[config.mk]
export PLATFORM = sky130hd
export DESIGN_NAME = adsr_eg_step
export DESIGN_NICKNAME = d
export VERILOG_FILES = /design/src/rtl/adsr_eg_pkg.sv /design/src/rtl/adsr_eg_step.sv
export SDC_FILE = /design/constraint.sdc
export NUM_CORES = 2
export LEC_CHECK = 0
export ABC_CLOCK_PERIOD_IN_PS = 20300
export BUFFER_PORTS_ARGS = -buffer_cell sky130_fd_sc_hd__buf_2
export CORE_UTILIZATION = 50
export DETAILED_ROUTE_END_ITERATION = 10
export MAX_ROUTING_LAYER = met4
export PLACE_DENSITY = 0.82
export SLEW_MARGIN = 10
export SYNTH_ARGS = -nofsm -noshare
export SYNTH_HDL_FRONTEND = slang
export SYNTH_SLANG_ARGS = --single-unit
[constraint.sdc]
create_clock -name vclk -period 20.3
set_clock_uncertainty 0.15 [all_clocks]
set_input_delay 4.06 -clock vclk [all_inputs]
set_output_delay 4.06 -clock vclk [all_outputs]
set_load 0.02 [all_outputs]
[src/rtl/adsr_eg_pkg.sv]
// ----------------------------------------------------------------------------
// adsr_eg_pkg
// Shared constants, codes and types of the ADSR envelope generator.
// ----------------------------------------------------------------------------
`default_nettype none

package adsr_eg_pkg;

  // Default datapath widths
  localparam int LEVEL_BITS_DEF = 16;
  localparam int ACC_BITS_DEF   = 32;

  // Fixed field widths
  localparam int OP_BITS      = 2;
  localparam int PEAK_BITS    = 16;
  localparam int ENV_BITS     = 16;
  localparam int PHASE_BITS   = 3;
  localparam int STEP_BITS    = 32;
  localparam int SUSTAIN_BITS = 16;

  // Configuration port
  localparam int CFG_DATA_BITS = 32;
  localparam int CFG_ADDR_BITS = 5;
  localparam int REG_IDX_BITS  = 3;

  localparam logic [REG_IDX_BITS-1:0] REG_ATTACK_STEP  = 3'd0;
  localparam logic [REG_IDX_BITS-1:0] REG_DECAY_STEP   = 3'd1;
  localparam logic [REG_IDX_BITS-1:0] REG_RELEASE_STEP = 3'd2;
  localparam logic [REG_IDX_BITS-1:0] REG_SUSTAIN      = 3'd3;
  localparam logic [REG_IDX_BITS-1:0] REG_CUTOFF_SEL   = 3'd4;

  // Command codes
  localparam logic [OP_BITS-1:0] OP_TICK     = 2'd0;
  localparam logic [OP_BITS-1:0] OP_NOTE_ON  = 2'd1;
  localparam logic [OP_BITS-1:0] OP_NOTE_OFF = 2'd2;

  // Envelope stages
  localparam logic [PHASE_BITS-1:0] PH_IDLE    = 3'd0;
  localparam logic [PHASE_BITS-1:0] PH_ATTACK  = 3'd1;
  localparam logic [PHASE_BITS-1:0] PH_DECAY   = 3'd2;
  localparam logic [PHASE_BITS-1:0] PH_SUSTAIN = 3'd3;
  localparam logic [PHASE_BITS-1:0] PH_RELEASE = 3'd4;
  localparam logic [PHASE_BITS-1:0] PH_CUTOFF  = 3'd5;

  typedef struct packed {
    logic [STEP_BITS-1:0]    attack_step;
    logic [STEP_BITS-1:0]    decay_step;
    logic [STEP_BITS-1:0]    release_step;
    logic [SUSTAIN_BITS-1:0] sustain_fraction;
    logic                    cutoff_uses_decay;
  } cfg_t;

  typedef struct packed {
    logic [PHASE_BITS-1:0] phase;
    logic                  pending;
  } ctrl_t;

endpackage

`default_nettype wire

[src/rtl/adsr_eg_step.sv]
// ----------------------------------------------------------------------------
// adsr_eg_step
// One envelope update: command decode, stage change, scaled ramp and clamp.
// ----------------------------------------------------------------------------
`default_nettype none

module adsr_eg_step #(
  parameter int LEVEL_BITS = adsr_eg_pkg::LEVEL_BITS_DEF,
  parameter int ACC_BITS   = adsr_eg_pkg::ACC_BITS_DEF
) (
  input  adsr_eg_pkg::cfg_t                   cfg,
  input  adsr_eg_pkg::ctrl_t                  ctrl,
  input  logic [ACC_BITS-1:0]                 acc,
  input  logic [LEVEL_BITS-1:0]               level,
  input  logic [adsr_eg_pkg::OP_BITS-1:0]     op,
  input  logic [adsr_eg_pkg::PEAK_BITS-1:0]   peak_level,
  output adsr_eg_pkg::ctrl_t                  ctrl_next,
  output logic [ACC_BITS-1:0]                 acc_next,
  output logic [LEVEL_BITS-1:0]               level_next
);
  import adsr_eg_pkg::*;

  localparam int PROD_BITS = STEP_BITS + LEVEL_BITS;
  localparam int SUS_BITS  = SUSTAIN_BITS + LEVEL_BITS;

  logic                          start;
  logic                          pend_set;
  logic [PHASE_BITS-1:0]         phase_mid;
  logic                          pend_mid;
  logic [PEAK_BITS+LEVEL_BITS-1:0] peak_wide;
  logic [STEP_BITS-1:0]          step;
  logic [PROD_BITS-1:0]          prod;
  logic [PROD_BITS+ACC_BITS-1:0] prod_wide;
  logic [SUS_BITS-1:0]           sus_prod;
  logic [SUS_BITS+ACC_BITS-1:0]  sus_wide;
  logic [LEVEL_BITS+ACC_BITS-1:0] lvl_wide;
  logic [ACC_BITS-1:0]           inc;
  logic [ACC_BITS-1:0]           target;
  logic [ACC_BITS-1:0]           lvl_acc;
  logic [ACC_BITS:0]             sum;
  logic [ACC_BITS:0]             thr;

  // A note-on with zero level behaves as a note-off
  assign start     = (op == OP_NOTE_ON) && (peak_level != '0);
  assign pend_set  = ctrl.pending || (!start && (op == OP_NOTE_ON || op == OP_NOTE_OFF));

  // Align peak to the level format (truncate or pad with zeros)
  assign peak_wide  = {peak_level, {LEVEL_BITS{1'b0}}};
  assign level_next = start ? peak_wide[PEAK_BITS +: LEVEL_BITS] : level;

  always_comb begin
    phase_mid = ctrl.phase;
    pend_mid  = pend_set;
    priority if (start) begin
      phase_mid = PH_ATTACK;
    end else if (pend_set) begin
      pend_mid = 1'b0;
      if (ctrl.phase == PH_SUSTAIN || ctrl.phase == PH_RELEASE) begin
        phase_mid = PH_RELEASE;
      end else if (ctrl.phase != PH_IDLE) begin
        phase_mid = PH_CUTOFF;
      end
    end else begin
      // plain tick: hold the stage
      phase_mid = ctrl.phase;
    end
  end

  always_comb begin
    unique case (phase_mid)
      PH_ATTACK:  step = cfg.attack_step;
      PH_DECAY:   step = cfg.decay_step;
      PH_RELEASE: step = cfg.release_step;
      PH_CUTOFF:  step = cfg.cutoff_uses_decay ? cfg.decay_step : cfg.release_step;
      default:    step = '0;
    endcase
  end

  // Scale by the note level and align to the accumulator fraction
  assign prod      = step * level_next;
  assign prod_wide = {prod, {ACC_BITS{1'b0}}};
  assign inc       = prod_wide[PROD_BITS +: ACC_BITS];

  assign sus_prod  = cfg.sustain_fraction * level_next;
  assign sus_wide  = {sus_prod, {ACC_BITS{1'b0}}};
  assign target    = sus_wide[SUS_BITS +: ACC_BITS];

  assign lvl_wide  = {level_next, {ACC_BITS{1'b0}}};
  assign lvl_acc   = lvl_wide[LEVEL_BITS +: ACC_BITS];

  assign sum = {1'b0, acc} + {1'b0, inc};
  assign thr = {1'b0, target} + {1'b0, inc};

  always_comb begin
    acc_next          = acc;
    ctrl_next.phase   = phase_mid;
    ctrl_next.pending = pend_mid;
    unique case (phase_mid)
      PH_ATTACK: begin
        if (sum > {1'b0, lvl_acc}) begin
          acc_next        = lvl_acc;
          ctrl_next.phase = PH_DECAY;
        end else begin
          acc_next = sum[ACC_BITS-1:0];
        end
      end
      PH_DECAY: begin
        if ({1'b0, acc} < thr) begin
          acc_next        = target;
          ctrl_next.phase = PH_SUSTAIN;
        end else begin
          acc_next = acc - inc;
        end
      end
      PH_RELEASE, PH_CUTOFF: begin
        if (inc > acc) begin
          acc_next        = '0;
          ctrl_next.phase = PH_IDLE;
        end else begin
          acc_next = acc - inc;
        end
      end
      default: begin
        acc_next = acc;
      end
    endcase
  end

endmodule

`default_nettype wire
# Word level (Yosys, flattened, before mapping)
# Cells that the tools add are included.
[word_totals]
inputBits = 183
out_inout_bits = 52
wordCells = 41
ff_bits = 0
[classes]
magnitude_cmp = 3
n_reduce_logical = 9
n_eq_ne = 8
addsub = 3
muxes = 16
multipliers = 2
[ops]
columns = ["op", "n"]
rows = [
  ["$mux W32", 4],
  ["$pmux W32 S4", 1],
  ["$pmux W32 S3", 1],
  ["$add A32 B32 Y33", 2],
  ["$mul A32 B16 Y48", 1],
  ["$gt A33 B32 Y1", 1],
  ["$lt A32 B33 Y1", 1],
  ["$gt A32 B32 Y1", 1],
  ["$mul A16 B16 Y32", 1],
  ["$sub A32 B32 Y32", 1],
  ["$mux W3", 7],
  ["$mux W16", 1],
  ["$reduce_bool A16 Y1", 1],
  ["$eq A3 B3 Y1 const B", 3],
  ["$pmux W3 S3", 1],
  ["$eq A3 B2 Y1 const B", 2],
  ["$eq A3 B1 Y1 const B", 1],
  ["$logic_or A1 B1 Y1", 3],
  ["$reduce_bool A3 Y1", 1],
  ["$eq A2 B1 Y1 const B", 1],
  ["$eq A2 B2 Y1 const B", 1],
  ["$logic_and A1 B1 Y1", 2],
  ["$reduce_or A2 Y1", 1],
  ["$logic_not A1 Y1", 1],
  ["$mux W1", 1],
]

# Logic depth before layout (Yosys ltp)
[logic_depth]
word_depth = 14
ltp_mapped = 58
depth_no_buf = 54

# Worst setup path after synthesis
# OpenSTA, ideal clock, no wires.
[synth_path]
path_type = "in2out"
from = "input port peak_level[2] (netlist bit)"
to = "output port acc_next[29]"
path_slack_ps = -149
stages = 54
t_required_ps = 16090
arrival_time_ps = 16239
path_buffers = 4
cell_sequence = "nor4_1 > a41oi_1 > a21oi_1 > inv_1 > nor2_1 > clkbuf_1 > a22oi_1 > nand2_1 > clkbuf_1 > nand2_1 > fa_1 > fa_1 > fa_1 > inv_1 > fa_1 > fa_1 > inv_1 > fa_1 > [... 18 more ...] > o32ai_1 > or2_1 > o41ai_1 > o41ai_1 > o221ai_1 > xnor2_1 > ha_1 > nand4_1 > nor3_1 > nand4_1 > a2111oi_0 > nand4_1 > nor4_2 > o21ai_2 > and2_4 > buf_6 > a221o_1 > o32a_1"
[synth_between]
elab_chain_len = 14
word_cells_on_any_way = 26
classes_between = "3 x add/sub; 2 x mul; 3 x order compare; 4 x eq/ne; 8 x mux; 6 x reduce/logical"
[synth_lines]
columns = ["item", "line", "source"]
rows = [
  ["from (decl)", "adsr_eg_step.sv:16", "input logic [adsr_eg_pkg::PEAK_BITS-1:0] peak_level,"],
  ["$reduce_bool A16 Y1", "adsr_eg_step.sv:44", "assign start = (op == OP_NOTE_ON) && (peak_level != '0);"],
  ["$logic_and A1 B1 Y1", "adsr_eg_step.sv:44", ""],
  ["$logic_not A1 Y1", "adsr_eg_step.sv:45", "assign pend_set = ctrl.pending || (!start && (op == OP_NOTE_ON || op == OP_NOTE_OFF));"],
  ["$logic_and A1 B1 Y1", "adsr_eg_step.sv:45", ""],
  ["$logic_or A1 B1 Y1", "adsr_eg_step.sv:45", ""],
  ["$mux W3", "adsr_eg_step.sv:56", "end else if (pend_set) begin"],
  ["$mux W3", "adsr_eg_step.sv:54", "priority if (start) begin"],
  ["$eq A3 B3 Y1 (tied with other cells)", "adsr_eg_step.sv:70, adsr_eg_step.sv:98", ""],
  ["$pmux W32 S4", "adsr_eg_step.sv:70", "unique case (phase_mid)"],
  ["$mul A32 B16 Y48", "adsr_eg_step.sv:80", "assign prod = step * level_next;"],
  ["$add A32 B32 Y33 (on tied branches)", "adsr_eg_step.sv:92, adsr_eg_step.sv:91", ""],
  ["$lt A32 B33 Y1 / $gt A33 B32 Y1 (equally long branches)", "adsr_eg_step.sv:108, adsr_eg_step.sv:100", ""],
  ["$mux W32 (on tied branches)", "adsr_eg_step.sv:108, adsr_eg_step.sv:100", ""],
  ["$pmux W32 S3 (*)", "adsr_eg_step.sv:98", "unique case (phase_mid)"],
  ["to (decl)", "adsr_eg_step.sv:18", "output logic [ACC_BITS-1:0] acc_next,"],
]
# Mark *: on every way between the ends. The rest lies on a longest branch, timed or not.

# Final worst setup path
[layout_path]
from = "input port peak_level[13] (netlist bit)"
to = "output port acc_next[17]"
# The elaborated chain is that of the path after synthesis.

==> summary.md <==
The flow ran to the end, but the final reports show violations. The checks that failed: capacitance limit, slew limit, setup timing. Of the available clock period, the critical path in the final layout requires 101%. After detailed routing, the average wire length per cell comes to 20.8 um. For the number of nets in the finished design, the log shows 5,851. The floorplan step set the die width to 253 um. In this run the worst path has a maximum fanout of 6. Summing every instance area after synthesis gives 31,500 um^2.

The logs give 32 for the final setup violation count and 91 for the standard-cell row count. The total wirelength of the detailed-routed design is 115 mm, and the sequential fraction of the synthesis area is 0%. Global routing consumed, over all layers together, 36.2% of the routing resources. At the pin with the least slew margin, the transition time is 1.53 ns. The number of nets in the synthesized netlist is 5,101. Measured against its own limit, the worst slew margin works out to -2.24%.

The number of max-capacitance violations reported is 1, and the per-cell via count in the routed design is 5.71. The initial cell density of the core was 50.8%; the count of vias placed by the detailed router was 31,500. The run gives 93.9 mm as the half-perimeter wire length after detailed placement.

The design has 0 sequential cells. The logs give 0 for the remaining design rule violation count and 0 for the number of endpoints with negative hold slack in the final report. The die covers 64,100 um^2. The final setup TNS was -3.25 ns; the least setup slack across all paths after layout was -0.282 ns. The logs give 2,755 for the number of violations reported at the end of detailed-routing iteration 0 and 16.37 ns for the data arrival time of the critical path. Post-synthesis cell count: 3,929. Die height: 253 um.

The initial antenna violation count was 2; the I/O pin total was 235. Setup repair after global routing could not meet its margin everywhere. Among the stages of the critical path, the cell type that occurs most often is buf_6. The logs give 1.07 for the placer's final routability congestion estimate and 32,300 for the via count of the first global-routing pass.

Port buffering added 235 buffers. The critical path launch point type is a primary input. The cell count of the worst hold path was 4; the clock buffer count was 0. The worst setup path is of the in2out kind.

Sequential cell area: 0 um^2. For the remaining antenna violation count after routing, the log shows 0. The ratio of cells with drive above 1 in the final layout was 26.3%.

The logs give 41 for the maximum number of pins on one net before global-route repair and 0 for the residual overflow from global routing. The Yosys step of the flow raised 0 warnings. The mean cell area of the mapped netlist is 8.02 um^2. STA classifies the critical path endpoint as a primary output.

The clock period minus final worst setup slack is 20.58 ns, and the relative area change from synthesis to final layout is 28.1%. The detailed-routing iteration count for the pre-antenna-repair pass was 8; the worst hold slack was 8.41 ns. The placeable core area is 62,100 um^2. For this run, the top clock speed supported by timing is 48.6 MHz.

The highest-delay cell along the critical path was fa_2. The run gives 16.09 ns as the required time reported for the critical path endpoint. Yosys mapped the design onto 89 distinct sky130hd cell types. The run gives 13 as the number of pins exceeding their max-slew limit in the final report. Delay of the slowest critical-path stage: 0.56 ns. The type of the tightest min-delay check is in2out.

The first global-routing pass estimated 173 mm of wire.
## critical path, delay by kind of cell
kind,cells,cell delay (ns)
XOR/XNOR,2,0.28
AND/OR/NAND/NOR,10,1.70
buffers and inverters,15,1.99
AO/OA/AOI/OAI,22,4.35
adder cells (fa/ha/maj),9,3.94
## synth_stat cells (all sizes together) (7+ instances only)
cell     count  area share [%]
inv        786             9.4
nand2      637             7.6
fa         614              39
ha         375              15
nor2       281             3.3
a21oi      164             2.6
clkbuf     153             1.8
and2       121             2.4
xnor2       99             2.8
o21ai       79             1.3
a21o        77             1.8
xor2        51             1.4
o21bai      40            0.96
a22oi       39            0.93
a221oi      28            0.80
nand2b      27            0.54
nand3       24            0.38
nor3        24            0.38
nand4       22            0.44
o21a        22            0.52
a211oi      19            0.47
a31oi       19            0.38
buf         18            0.33
mux2        17            0.61
nor2b       17            0.34
or3         14            0.29
a2111oi     11            0.38
and3         9            0.18
o211ai       9            0.21
nor4         8            0.18
or2          8            0.16
a41oi        7            0.19
and4         7            0.19
o22ai        7            0.14
## path summary, 6_finish.rpt
check,startpoint,endpoint,slack (ns)
setup / recovery,peak_level[13],acc_next[17],-0.28
hold / removal,ctrl[3],ctrl_next[3],8.41
## kinds of logic after synthesis
kind of cell / count (synthesis) / synth area share (%)
and+or+nand+nor: 1216 / 16.8
buffers and inverters: 962 / 11.6
adders and majority gates: 989 / 53.9
AOI/OAI and AO/OA: 591 / 12.8
xor gates and xnor gates: 150 / 4.17
muxes: 21 / 0.734
## layer usage
metal / routed length [um] / vias to the layer above / global-route usage, %
li1: - / 13800 / -
met1: 42200 / 15300 / 44.4
met2: 52800 / 1840 / 57.5
met3: 12100 / 543 / 6.41
met4: 7670 / 0 / 18.5
met5: 0 / - / -
## through the flow
step	utilization [%]	cells	worst slack (ns)	cell area, um^2
3_3_place_gp	60.9	5425	-1.08	37800
5_1_grt	65.1	5516	-0.535	40400
6_report	65.1	5517	-0.282	40400
4_1_cts	62.8	5472	-0.0333	38900
2_1_floorplan	-	3929	0.0755	31500
3_5_place_dp	60.9	5425	-1.34	37800
## cells in the final DEF (no fill, tap or decap), types with 49 or more instances in the layout
| cell | Yosys | layout |
|---|---|---|
| nor2_1 | 281 | 268 |
| buf_2 | 6 | 199 |
| fa_1 | 614 | 602 |
| nand2_1 | 637 | 605 |
| and2_1 | 120 | 106 |
| ha_1 | 375 | 355 |
| buf_4 | 2 | 645 |
| a21o_1 | 77 | 77 |
| xnor2_1 | 99 | 94 |
| o21ai_0 | 67 | 49 |
| a21oi_1 | 163 | 137 |
| buf_6 | 3 | 50 |
| inv_1 | 784 | 770 |
## cell type report
class	count	area, um^2
Multi-Input combinational cell	2967	29500
Fill cell	4952	21700
Timing Repair Buffer	919	6900
Inverter	791	2980
Tap cell	837	1050
Antenna cell	3	7.51
## what timing repair did
item / CTS / global route
gates cloned: 2 / 4
setup buffers: 46 / 41
resized for setup: 165 / 268
pin swaps: 86 / 144
setup endpoints to repair: 34 / 35
hold buffers: 0 / 0
